`src/rtl/clns_pkg.sv`:
```
// Shared types, constants and the microcode program of the LCD nibble sequencer.
package clns_pkg;

  localparam int ROW_WIDTH = 16;
  localparam int RW_CLAMP  = (ROW_WIDTH > 16) ? 16 : ROW_WIDTH;
  localparam int CNT_W     = 4;
  localparam int PC_W      = 5;
  localparam int NSTEP     = 32;

  localparam logic [6:0] EN_MASK = 7'h10;

  typedef enum logic [2:0] {
    OP_CHAR = 3'd0,
    OP_ROW1 = 3'd1,
    OP_ROW2 = 3'd2,
    OP_ADDR = 3'd3,
    OP_CLR1 = 3'd4,
    OP_CLR2 = 3'd5,
    OP_LED  = 3'd6,
    OP_INIT = 3'd7
  } op_e;

  typedef enum logic [2:0] {
    SRC_CONST   = 3'd0,
    SRC_CHAR_HI = 3'd1,
    SRC_CHAR_LO = 3'd2,
    SRC_ADDR_HI = 3'd3,
    SRC_ADDR_LO = 3'd4,
    SRC_LED     = 3'd5
  } src_e;

  typedef enum logic [1:0] {
    SEQ_NEXT = 2'd0,
    SEQ_JUMP = 2'd1,
    SEQ_LOOP = 2'd2,
    SEQ_END  = 2'd3
  } seq_e;

  // Program entry points: one per command, plus the shared space loop.
  localparam logic [PC_W-1:0] EP_CHAR  = 5'd0;
  localparam logic [PC_W-1:0] EP_ROW1  = 5'd2;
  localparam logic [PC_W-1:0] EP_ROW2  = 5'd4;
  localparam logic [PC_W-1:0] EP_ADDR  = 5'd6;
  localparam logic [PC_W-1:0] EP_CLR1  = 5'd8;
  localparam logic [PC_W-1:0] EP_CLR2  = 5'd10;
  localparam logic [PC_W-1:0] EP_SPACE = 5'd12;
  localparam logic [PC_W-1:0] EP_LED   = 5'd14;
  localparam logic [PC_W-1:0] EP_INIT  = 5'd15;

  typedef struct packed {
    src_e            src;
    logic [3:0]      nib;
    logic            rs;
    seq_e            seq;
    logic [PC_W-1:0] target;
  } ucode_t;

  typedef struct packed {
    src_e       src;
    logic [3:0] nib;
    logic       rs;
    logic       last;
  } step_t;

  typedef struct packed {
    logic [2:0] op;
    logic [7:0] addr;
    logic [7:0] char_code;
    logic       led_on;
  } in_t;

  typedef struct packed {
    logic [6:0] word_setup;
    logic [6:0] word_strobe;
    logic [6:0] word_hold;
    logic       triple;
    logic       last;
  } out_t;

  localparam ucode_t UCODE [NSTEP] = '{
    '{SRC_CHAR_HI, 4'h0, 1'b1, SEQ_NEXT, 5'd0},      // write char
    '{SRC_CHAR_LO, 4'h0, 1'b1, SEQ_END,  5'd0},
    '{SRC_CONST,   4'h8, 1'b0, SEQ_NEXT, 5'd0},      // row 1
    '{SRC_CONST,   4'h0, 1'b0, SEQ_END,  5'd0},
    '{SRC_CONST,   4'hC, 1'b0, SEQ_NEXT, 5'd0},      // row 2
    '{SRC_CONST,   4'h0, 1'b0, SEQ_END,  5'd0},
    '{SRC_ADDR_HI, 4'h0, 1'b0, SEQ_NEXT, 5'd0},      // set address
    '{SRC_ADDR_LO, 4'h0, 1'b0, SEQ_END,  5'd0},
    '{SRC_CONST,   4'h8, 1'b0, SEQ_NEXT, 5'd0},      // clear row 1
    '{SRC_CONST,   4'h0, 1'b0, SEQ_JUMP, EP_SPACE},
    '{SRC_CONST,   4'hC, 1'b0, SEQ_NEXT, 5'd0},      // clear row 2
    '{SRC_CONST,   4'h0, 1'b0, SEQ_NEXT, 5'd0},
    '{SRC_CONST,   4'h2, 1'b1, SEQ_NEXT, 5'd0},      // space loop
    '{SRC_CONST,   4'h0, 1'b1, SEQ_LOOP, EP_SPACE},
    '{SRC_LED,     4'h0, 1'b0, SEQ_END,  5'd0},      // LED refresh
    '{SRC_CONST,   4'h3, 1'b0, SEQ_NEXT, 5'd0},      // init
    '{SRC_CONST,   4'h3, 1'b0, SEQ_NEXT, 5'd0},
    '{SRC_CONST,   4'h3, 1'b0, SEQ_NEXT, 5'd0},
    '{SRC_CONST,   4'h2, 1'b0, SEQ_NEXT, 5'd0},
    '{SRC_CONST,   4'h2, 1'b0, SEQ_NEXT, 5'd0},
    '{SRC_CONST,   4'h8, 1'b0, SEQ_NEXT, 5'd0},
    '{SRC_CONST,   4'h0, 1'b0, SEQ_NEXT, 5'd0},
    '{SRC_CONST,   4'h8, 1'b0, SEQ_NEXT, 5'd0},
    '{SRC_CONST,   4'h0, 1'b0, SEQ_NEXT, 5'd0},
    '{SRC_CONST,   4'h1, 1'b0, SEQ_NEXT, 5'd0},
    '{SRC_CONST,   4'h0, 1'b0, SEQ_NEXT, 5'd0},
    '{SRC_CONST,   4'h6, 1'b0, SEQ_NEXT, 5'd0},
    '{SRC_CONST,   4'h0, 1'b0, SEQ_NEXT, 5'd0},
    '{SRC_CONST,   4'hC, 1'b0, SEQ_END,  5'd0},
    '{SRC_LED,     4'h0, 1'b0, SEQ_END,  5'd0},      // unused
    '{SRC_LED,     4'h0, 1'b0, SEQ_END,  5'd0},
    '{SRC_LED,     4'h0, 1'b0, SEQ_END,  5'd0}
  };

endpackage

```
`src/rtl/clns_seq.sv`:
```
// Microcode sequencer: step counter, loop counter and branch logic over the program table.
module clns_seq
  import clns_pkg::*;
(
  input  logic            clk_i,
  input  logic            rst_ni,
  input  logic            start_i,
  input  logic [PC_W-1:0] entry_i,
  input  logic            advance_i,
  output logic            busy_o,
  output step_t           step_o
);

  logic [PC_W-1:0]  pc_q, pc_d;
  logic [CNT_W-1:0] cnt_q, cnt_d;
  logic             busy_q, busy_d;
  ucode_t           uc;
  logic             cnt_zero;

  assign uc       = UCODE[pc_q];
  assign cnt_zero = (cnt_q == '0);

  assign busy_o      = busy_q;
  assign step_o.src  = uc.src;
  assign step_o.nib  = uc.nib;
  assign step_o.rs   = uc.rs;
  assign step_o.last = busy_q && ((uc.seq == SEQ_END) || (uc.seq == SEQ_LOOP && cnt_zero));

  always_comb begin
    pc_d   = pc_q;
    cnt_d  = cnt_q;
    busy_d = busy_q;
    if (start_i) begin
      pc_d   = entry_i;
      cnt_d  = CNT_W'(RW_CLAMP - 1);
      busy_d = 1'b1;
    end else if (advance_i && busy_q) begin
      unique case (uc.seq)
        SEQ_NEXT: pc_d = pc_q + 1'b1;
        SEQ_JUMP: pc_d = uc.target;
        SEQ_LOOP: begin
          if (cnt_zero) begin
            busy_d = 1'b0;
          end else begin
            pc_d  = uc.target;
            cnt_d = cnt_q - 1'b1;
          end
        end
        SEQ_END:  busy_d = 1'b0;
      endcase
    end
  end

  always_ff @(posedge clk_i or negedge rst_ni) begin
    if (!rst_ni) begin
      pc_q   <= '0;
      cnt_q  <= '0;
      busy_q <= 1'b0;
    end else begin
      pc_q   <= pc_d;
      cnt_q  <= cnt_d;
      busy_q <= busy_d;
    end
  end

endmodule

```
`src/rtl/clns_word_gen.sv`:
```
// Datapath: picks the nibble for a step and builds the three shift-register words, or a single LED word.
module clns_word_gen
  import clns_pkg::*;
(
  input  step_t      step_i,
  input  logic [7:0] addr_i,
  input  logic [7:0] char_code_i,
  input  logic       led_on_i,
  output out_t       word_o
);

  logic [3:0] nib;
  logic [6:0] base;

  always_comb begin
    unique case (step_i.src)
      SRC_CHAR_HI: nib = char_code_i[7:4];
      SRC_CHAR_LO: nib = char_code_i[3:0];
      SRC_ADDR_HI: nib = addr_i[7:4];
      SRC_ADDR_LO: nib = addr_i[3:0];
      default:     nib = step_i.nib;
    endcase
  end

  assign base = {~led_on_i, step_i.rs, 1'b0, nib};

  always_comb begin
    if (step_i.src == SRC_LED) begin
      // single word: LED bit only
      word_o.word_setup  = {~led_on_i, 6'b0};
      word_o.word_strobe = '0;
      word_o.word_hold   = '0;
      word_o.triple      = 1'b0;
    end else begin
      word_o.word_setup  = base;
      word_o.word_strobe = base | EN_MASK;
      word_o.word_hold   = base;
      word_o.triple      = 1'b1;
    end
    word_o.last = step_i.last;
  end

endmodule

```
`src/rtl/char_lcd_nibble_sequencer.sv`:
```
// Top level of the character LCD nibble sequencer.
//
// Input channel: in_valid_i / in_stall_o carry one display command per beat
// (op, addr, char_code, led_on). Output channel: out_valid_o / out_stall_i
// carry one nibble result per beat: three shift-register words with EN
// low, high, low, or a single LED word for the LED refresh; last marks the
// final beat of a command.
// Each command runs a short microprogram, one step per result, one step per
// cycle while the output is taken. The first result is registered in the
// output register after the sequencer has loaded the command's entry point.
// Results per command: write char, cursor and set address 2, LED refresh 1,
// init 14, clear row 2 + 2 * RW_CLAMP (ROW_WIDTH, at most 16). The next
// command is accepted in the cycle that the last step goes out.
// A stalled output holds its beat and freezes the step counter; input is
// stalled until the last step of the running command is taken.
// Reset clears the sequencer and the output valid; nothing else needs
// clearing.
module char_lcd_nibble_sequencer
  import clns_pkg::*;
(
  input  logic clk_i,
  input  logic rst_ni,
  input  logic in_valid_i,
  output logic in_stall_o,
  input  in_t  in_data_i,
  output logic out_valid_o,
  input  logic out_stall_i,
  output out_t out_data_o
);

  logic            adv;
  logic            accept;
  logic            busy;
  step_t           step;
  logic [PC_W-1:0] entry;
  in_t             item_q;
  out_t            out_q, word;
  logic            out_valid_q;

  assign adv        = !out_valid_q || !out_stall_i;
  assign in_stall_o = busy && !(adv && step.last);
  assign accept     = in_valid_i && !in_stall_o;

  always_comb begin
    unique case (op_e'(in_data_i.op))
      OP_CHAR: entry = EP_CHAR;
      OP_ROW1: entry = EP_ROW1;
      OP_ROW2: entry = EP_ROW2;
      OP_ADDR: entry = EP_ADDR;
      OP_CLR1: entry = EP_CLR1;
      OP_CLR2: entry = EP_CLR2;
      OP_LED:  entry = EP_LED;
      OP_INIT: entry = EP_INIT;
    endcase
  end

  clns_seq u_seq (
    .clk_i     (clk_i),
    .rst_ni    (rst_ni),
    .start_i   (accept),
    .entry_i   (entry),
    .advance_i (adv),
    .busy_o    (busy),
    .step_o    (step)
  );

  clns_word_gen u_word_gen (
    .step_i      (step),
    .addr_i      (item_q.addr),
    .char_code_i (item_q.char_code),
    .led_on_i    (item_q.led_on),
    .word_o      (word)
  );

  always_ff @(posedge clk_i or negedge rst_ni) begin
    if (!rst_ni) begin
      out_valid_q <= 1'b0;
    end else if (adv) begin
      out_valid_q <= busy;
    end
  end

  always_ff @(posedge clk_i) begin
    if (accept) begin
      item_q <= in_data_i;
    end
    if (adv && busy) begin
      out_q <= word;
    end
  end

  assign out_valid_o = out_valid_q;
  assign out_data_o  = out_q;

  // a new command only enters while the running one retires its last step
  a_accept_on_last: assert property (@(posedge clk_i) disable iff (!rst_ni)
    accept && busy |-> adv && step.last)
    else $error("command accepted in the middle of a program");

  // single-word beats only come from the LED refresh, which is one beat long
  a_single_is_last: assert property (@(posedge clk_i) disable iff (!rst_ni)
    out_valid_o && !out_data_o.triple |-> out_data_o.last)
    else $error("single-word beat not marked last");

  a_triple_words: assert property (@(posedge clk_i) disable iff (!rst_ni)
    out_valid_o && out_data_o.triple |->
      out_data_o.word_strobe == (out_data_o.word_setup | EN_MASK) &&
      out_data_o.word_hold == out_data_o.word_setup &&
      (out_data_o.word_setup & EN_MASK) == 7'h00)
    else $error("nibble words out of step");

  // hold a stalled output beat until it is taken
  a_out_hold: assert property (@(posedge clk_i) disable iff (!rst_ni)
    out_valid_o && out_stall_i |=> out_valid_o && $stable(out_data_o))
    else $error("stalled output beat changed");

endmodule
```
`config.mk`:
```
export PLATFORM = sky130hd
export DESIGN_NAME = char_lcd_nibble_sequencer
export DESIGN_NICKNAME = d
export VERILOG_FILES = /design/src/rtl/clns_pkg.sv /design/src/rtl/clns_seq.sv /design/src/rtl/clns_word_gen.sv /design/src/rtl/char_lcd_nibble_sequencer.sv
export SDC_FILE = /design/constraint.sdc
export NUM_CORES = 1
export LEC_CHECK = 0
export BUFFER_PORTS_ARGS = -buffer_cell sky130_fd_sc_hd__buf_2
export CORE_MARGIN = 10
export CORE_UTILIZATION = 59
export CTS_BUF_LIST = sky130_fd_sc_hd__clkbuf_4 sky130_fd_sc_hd__clkbuf_8 sky130_fd_sc_hd__clkbuf_16
export CTS_CLUSTER_DIAMETER = 200
export DETAILED_ROUTE_END_ITERATION = 8
export PLACE_DENSITY = 0.86
export SLEW_MARGIN = 10
export SYNTH_ARGS = -nofsm -noshare
export SYNTH_HDL_FRONTEND = slang
export SYNTH_SLANG_ARGS = --single-unit
```
`constraint.sdc`:
```
create_clock -name clk_i -period 7.65 [get_ports clk_i]
set_clock_uncertainty 0.2 [all_clocks]
set_input_delay 0 -clock clk_i [delete_from_list [all_inputs] [get_ports clk_i]]
set_output_delay 0 -clock clk_i [all_outputs]
set_load 0.005 [all_outputs]
```
# == Word-level counts from Yosys, hierarchy flattened ==
# Memory sizes are Yosys's and may differ from the RTL's.
# Index checks and enable logic that the tools add are counted.
# totals
latch_bits,0
regBits,45
word_cells,69
rom_bits,512
n_memories,2
inputBits,24
out_inout_bits,25
ram_bits,0
# classes
n_mul,0
div,0
shifts,0
n_mux,16
addsub,2
n_reduce_logical,21
n_bitwise,2
magnitude_cmp,1
n_eq_ne,11
# memory_table
memory,words,width,read_ports,rd_ports_with_merged_regs,write_ports,line_no,rtl
(name not given),32,15,1,0,0,clns_seq.sv:20,assign uc = UCODE[pc_q];
(name not given),8,4,1,0,0,char_lcd_nibble_sequencer.sv:45,unique case (op_e'(in_data_i.op))
# op_table
operator,n
$mux W15,2
$mux W4,4
$pmux W4 S4,1
$mux W5,3
$pmux W5 S3,1
$mux W13,1
$reduce_and A3 Y1,3
$eq A3 B2 Y1 const B,2
$eq A3 B3 Y1 const B,2
$ge A6 B6 Y1 const B,1
$logic_and A1 B1 Y1,6
$not A5 Y6,1
$add A5 B1 Y5 const B,1
$eq A2 B2 Y1 const B,2
$logic_not A1 Y1,4
$logic_not A4 Y1,1
$reduce_bool A2 Y1,2
$reduce_bool A4 Y1,1
$sub A4 B1 Y4 const B,1
$eq A3 B1 Y1 const B,1
$mux W1,3
$ne A3 B2 Y1 const B,1
$ne A3 B3 Y1 const B,1
$reduce_bool A3 Y1,1
other kinds (6),7

# == Logic depth before layout (Yosys ltp) ==
# depth
word_depth,15
mapped_depth,13

# == Cells and area by module ==
# A second synthesis with hierarchy kept.
# hier_totals
hier_cells,217
hier_area_um2,2605.0
# modules_own_cells
mod,instances,cells_each,area_per_inst_um2
char_lcd_nibble_sequencer,1,50,1286.2
clns_seq,1,118,963.4
clns_word_gen,1,49,355.3

# == Worst setup path after synthesis ==
# Ideal clock, no wire load.
# synth_path
path_type,register to register
start,register u_seq.pc_q[4]
end,register u_seq.pc_q[0]
path_slack_ps,4510
path_stages_with_launch,12
synth_period_minus_slack_ps,3140
arrival_time_ps,2814
setup_ps,126
cell_sequence,dfrtp_1 clkbuf_1 buf_2 clkbuf_1 nor2_1 o22ai_1 ha_1 and4bb_2 o311ai_0 inv_1 nor2_1 a221o_1
# synth_between
elab_chain_len,15
# synth_rtl
element,line_no,rtl
start: declaration,clns_seq.sv:14,"logic [PC_W-1:0] pc_q, pc_d;"
start signal: assignment,clns_seq.sv:60,pc_q <= pc_d;
$not A5 Y6 (not written as such) *,clns_seq.sv:20,
$mem_v2 Z32 W15 *,-,
$mux W15 (not written as such) * (2 in series),clns_seq.sv:20,
$eq A2 B2 Y1,clns_seq.sv:27,assign step_o.last = busy_q && ((uc.seq == SEQ_END) || (uc.seq == SEQ_LOOP && cnt_zero));
$logic_and A1 B1 Y1,clns_seq.sv:27,
$logic_or A1 B1 Y1 *,clns_seq.sv:27,
$logic_and A1 B1 Y1 *,clns_seq.sv:27,
$logic_and A1 B1 Y1 *,char_lcd_nibble_sequencer.sv:41,assign in_stall_o = busy && !(adv && step.last);
$logic_not A1 Y1 *,char_lcd_nibble_sequencer.sv:41,
$logic_and A1 B1 Y1 *,char_lcd_nibble_sequencer.sv:41,
$logic_not A1 Y1 *,char_lcd_nibble_sequencer.sv:42,assign accept = in_valid_i && !in_stall_o;
$logic_and A1 B1 Y1 *,char_lcd_nibble_sequencer.sv:42,
via accept,char_lcd_nibble_sequencer.sv:32,logic accept;
"$ne A3 B3 Y1 (no line), or another cell as far along",-,
$reduce_and A3 Y1 (no line),-,
# Mark *: on every way through the listed nets, which the timed path passes. The rest lies on a longest branch. The select of a mux whose other input is x is not followed.
# A chain may end at the register's enable or synchronous reset.

# == Worst setup path in the final report ==
# layout_path
start,register u_seq.pc_q[3]
end,register u_seq.cnt_q[0]
# layout_between
elab_chain_len,15
# layout_rtl
element,line_no,rtl
$not A5 Y6 (not written as such) *,clns_seq.sv:20,
$mem_v2 Z32 W15 *,-,
$mux W15 (not written as such) * (2 in series),clns_seq.sv:20,
$eq A2 B2 Y1,clns_seq.sv:27,
$logic_and A1 B1 Y1,clns_seq.sv:27,
$logic_or A1 B1 Y1 *,clns_seq.sv:27,
$logic_and A1 B1 Y1 *,clns_seq.sv:27,
$logic_and A1 B1 Y1 *,char_lcd_nibble_sequencer.sv:41,
$logic_not A1 Y1 *,char_lcd_nibble_sequencer.sv:41,
$logic_and A1 B1 Y1 *,char_lcd_nibble_sequencer.sv:41,
$logic_not A1 Y1 *,char_lcd_nibble_sequencer.sv:42,
$logic_and A1 B1 Y1 *,char_lcd_nibble_sequencer.sv:42,
via accept,char_lcd_nibble_sequencer.sv:32,
$ne A2 B2 Y1 (no line) / $reduce_bool A2 Y1 (equally long branches),-,
$reduce_and A3 Y1 (no line),-,
end signal: assignment,clns_seq.sv:61,cnt_q <= cnt_d;
end: declaration,clns_seq.sv:15,"logic [CNT_W-1:0] cnt_q, cnt_d;"
# Marks and branches as above.

==> run summary <==
Status -> finished, final reports clean
IO Port Bufs -> 46
Max_slew headroom -> 0.344
P_leak -> 1.16 nW
Max Buffers Root-to-Sink -> 2
Total grt overflow -> 0
# DRC -> 0
Setup TNS -> 0 ns
CTS buffer count -> 5
Logic pwr share -> 0.498
Finished Cell Area -> 2770 µm²
FF-to-FF path depth -> 11
Die ar. -> 6730 µm²
Seq cells post-synth -> 37
Sequential share of power -> 0.347
Vias in the first global route -> 1780
Post-synth EDFFs -> 26
CP max stage delay -> 0.76 ns
Mapped Cells -> 218
Fin. Hold Viols -> 0
Final WL -> 5260 µm
Largest net degree at the start of global routing -> 28
Skew-Pair Late Insertion Delay -> 0.29 ns
Ports -> 49
Startpoint types -> flip-flop
Dpl hpwl -> 3390 µm
WHS Endpoint -> item_q[3]
Post-synth top area share -> 0.344
Detailed-route via count -> 1852
Post-route ant nets -> 0
Postcts setup bufs -> 0
PostCTS Resize Cnt -> 0
DRT Pass-1 Iters -> 4
CP required -> 7.61 ns
Top achievable clock speed -> 263 MHz
Ys flop type -> edfxtp_1
Iter 0 DRT Violations -> 176
Critical path class -> reg -> reg
Placer congestion estimate -> 0.860
Final number of setup-violating endpoints -> 0
Core ar. -> 3690 µm²
Number of cell rows -> 22
Mapped Avg Cell Area -> 10.4 µm²
Critical Path End Type -> flip-flop
Critical-path maximum fanout -> 24
CP cell instances -> and2b_1 > a21boi_0 > o21ai_0 > inv_1 > ha_1 > and4bb_2 > o311ai_1 > buf_4 > inv_1 > nor3_1 > a21oi_1
WL per Instance -> 16.4 µm
Reg2reg start -> u_seq.pc_q[3]
First-pass GRT wire length -> 8380 µm
Filler cells -> 243
Fin crit share -> 0.498
Distinct cells, synth -> 54
Power Density -> 382 nW/µm²
Max rail drop VDD -> 0.273 mV
Commonest non-fill, non-tap cells in the layout -> buf_2, edfxtp_1, dlygate4sd3_1, inv_1, nor2_1
Async SR Flop Fraction -> 0.297
R2R Setup Slk -> 3.84 ns
Antenna fix cells -> 0
WHS Path Cells -> 2
CP arrival -> 3.77 ns
CTS Hold Bufs -> 25
Net count, final -> 307
Overall Power -> 1.06 mW
Sequential area share after synthesis -> 0.465
Pint -> 624 µW
Synth top area cells -> edfxtp_1, dfrtp_1, ha_1
Worst-path clk slew -> 0.07 ns
Crit-path slowest cell -> dfrtp_1
Top cell type by total area after synthesis -> edfxtp_1
Die W -> 82.0 µm
Via density -> 5.77
Layout cells sized above 1 -> 0.223
Min-delay src -> in_data_i[3]
Mapped cell area -> 2270 µm²
Fin. max-slew vios -> 0
Sw Pwr -> 433 µW
Commonest non-fill, non-tap cell in the layout -> buf_2
Synth warnings -> 0
Reg2Reg Capture Point -> u_seq.cnt_q[0]
Worst Tran Pin Value -> 0.968 ns
Placed cell area -> 2410 µm²
Max-Cap Viols -> 0
Most frequent CP cell -> inv_1
RSZ-0062 raised after global routing -> no
Fin crit period -> 3.81 ns
Clock power share -> 0.155
Area Growth Syn to Fin -> 22.0%
TritonCTS clock tree -> yes
Initial antenna violation count -> 0
Initial Utilization -> 0.615
Worst Hold Class -> in -> reg
GR Util All Layers -> 0.163
Clk root buf -> clkbuf_8
CTS H-Tree Depth -> 2
Clock Sinks -> 37
Chip height -> 82.0 µm
Sw Share -> 0.410
registers in the layout, summed over array words and instances (netlist names):
signal and count:
out_data_o 9, u_seq.cnt_q 4, item_q 17, u_seq.pc_q 5, out_valid_o 1, u_seq.busy_o 1
Yosys cell counts (5+ instances only):
| library cell | count |
|---|---|
| a21oi_1 | 10 |
| buf_4 | 14 |
| clkbuf_1 | 7 |
| dfrtp_1 | 11 |
| edfxtp_1 | 26 |
| ha_1 | 10 |
| inv_1 | 17 |
| mux2i_1 | 6 |
| nand2_1 | 11 |
| nand3_1 | 5 |
| nor2_1 | 14 |
| nor3_1 | 6 |
| o21ai_0 | 9 |
| xnor2_1 | 5 |
worst max path at each step:
stage / startpoint / end / slack, ns
2_1_floorplan: u_seq.pc_q[4] / u_seq.pc_q[0] / 4.51
3_3_place_gp: u_seq.pc_q[2] / u_seq.pc_q[0] / 4.18
3_5_place_dp: u_seq.pc_q[2] / u_seq.pc_q[0] / 4.07
4_1_cts: u_seq.pc_q[2] / u_seq.pc_q[0] / 3.99
5_1_grt: u_seq.pc_q[3] / u_seq.cnt_q[0] / 3.50
6_report: u_seq.pc_q[3] / u_seq.cnt_q[0] / 3.84
critical path, delay by kind of cell, from the launching register on:
kind            cells  cell delay (ns)
compound gates      4             0.82
fa+ha+maj           1             0.24
buf+inv             3             0.67
flops               1             0.76
simple gates        3             0.97
layer usage:
layer  up-vias  GRT usage  wire (µm)
met5         -          0          0
met1       872      0.190       2100
met2        70      0.270       2570
li1        900          -          -
met4         0     0.0884        140
met3        10     0.0404        441
kinds of logic after synthesis:
group	count (synthesis)	share of synthesized area
xor gates and xnor gates	5	0.0193
DFF	37	0.465
buffers and inverters	42	0.0970
adders and majority gates	10	0.0551
and+or+nand+nor	61	0.155
AOI/OAI and AO/OA	56	0.180
muxes	6	0.0265
other	1	0.00165
power by group through the flow:
stage / logic, mW / registers, mW / clock network, mW
floorplan: 0.450 / 0.324 / 0
global placement: 0.487 / 0.366 / 0
detailed placement: 0.498 / 0.369 / 0
CTS: 0.515 / 0.365 / 0.163
global route: 0.588 / 0.381 / 0.177
finish: 0.527 / 0.367 / 0.164
through the flow:
| stage | std cells | worst slack [ns] | util | hold WS (ns) |
|---|---|---|---|---|
| after floorplan | 219 | 4.51 | - | -0.496 |
| after global placement | 289 | 4.18 | 0.655 | -0.319 |
| after detailed placement | 289 | 4.07 | 0.655 | -0.314 |
| after CTS | 321 | 3.99 | 0.751 | 0.211 |
| after global routing | 321 | 3.50 | 0.751 | 0.200 |
| final | 321 | 3.84 | 0.751 | 0.208 |
area by class of cell:
cell class	instances	area (µm²)	area share
Multi-Input combinational cell	140	997	0.360
Clock buffer	5	68.8	0.0249
Timing Repair Buffer	72	488	0.176
Inverter	17	63.8	0.0230
Tap cell	48	60.1	0.0217
Clock inverter	2	35.0	0.0127
Sequential cell	37	1060	0.381
(Power assumes the default switching activity.)
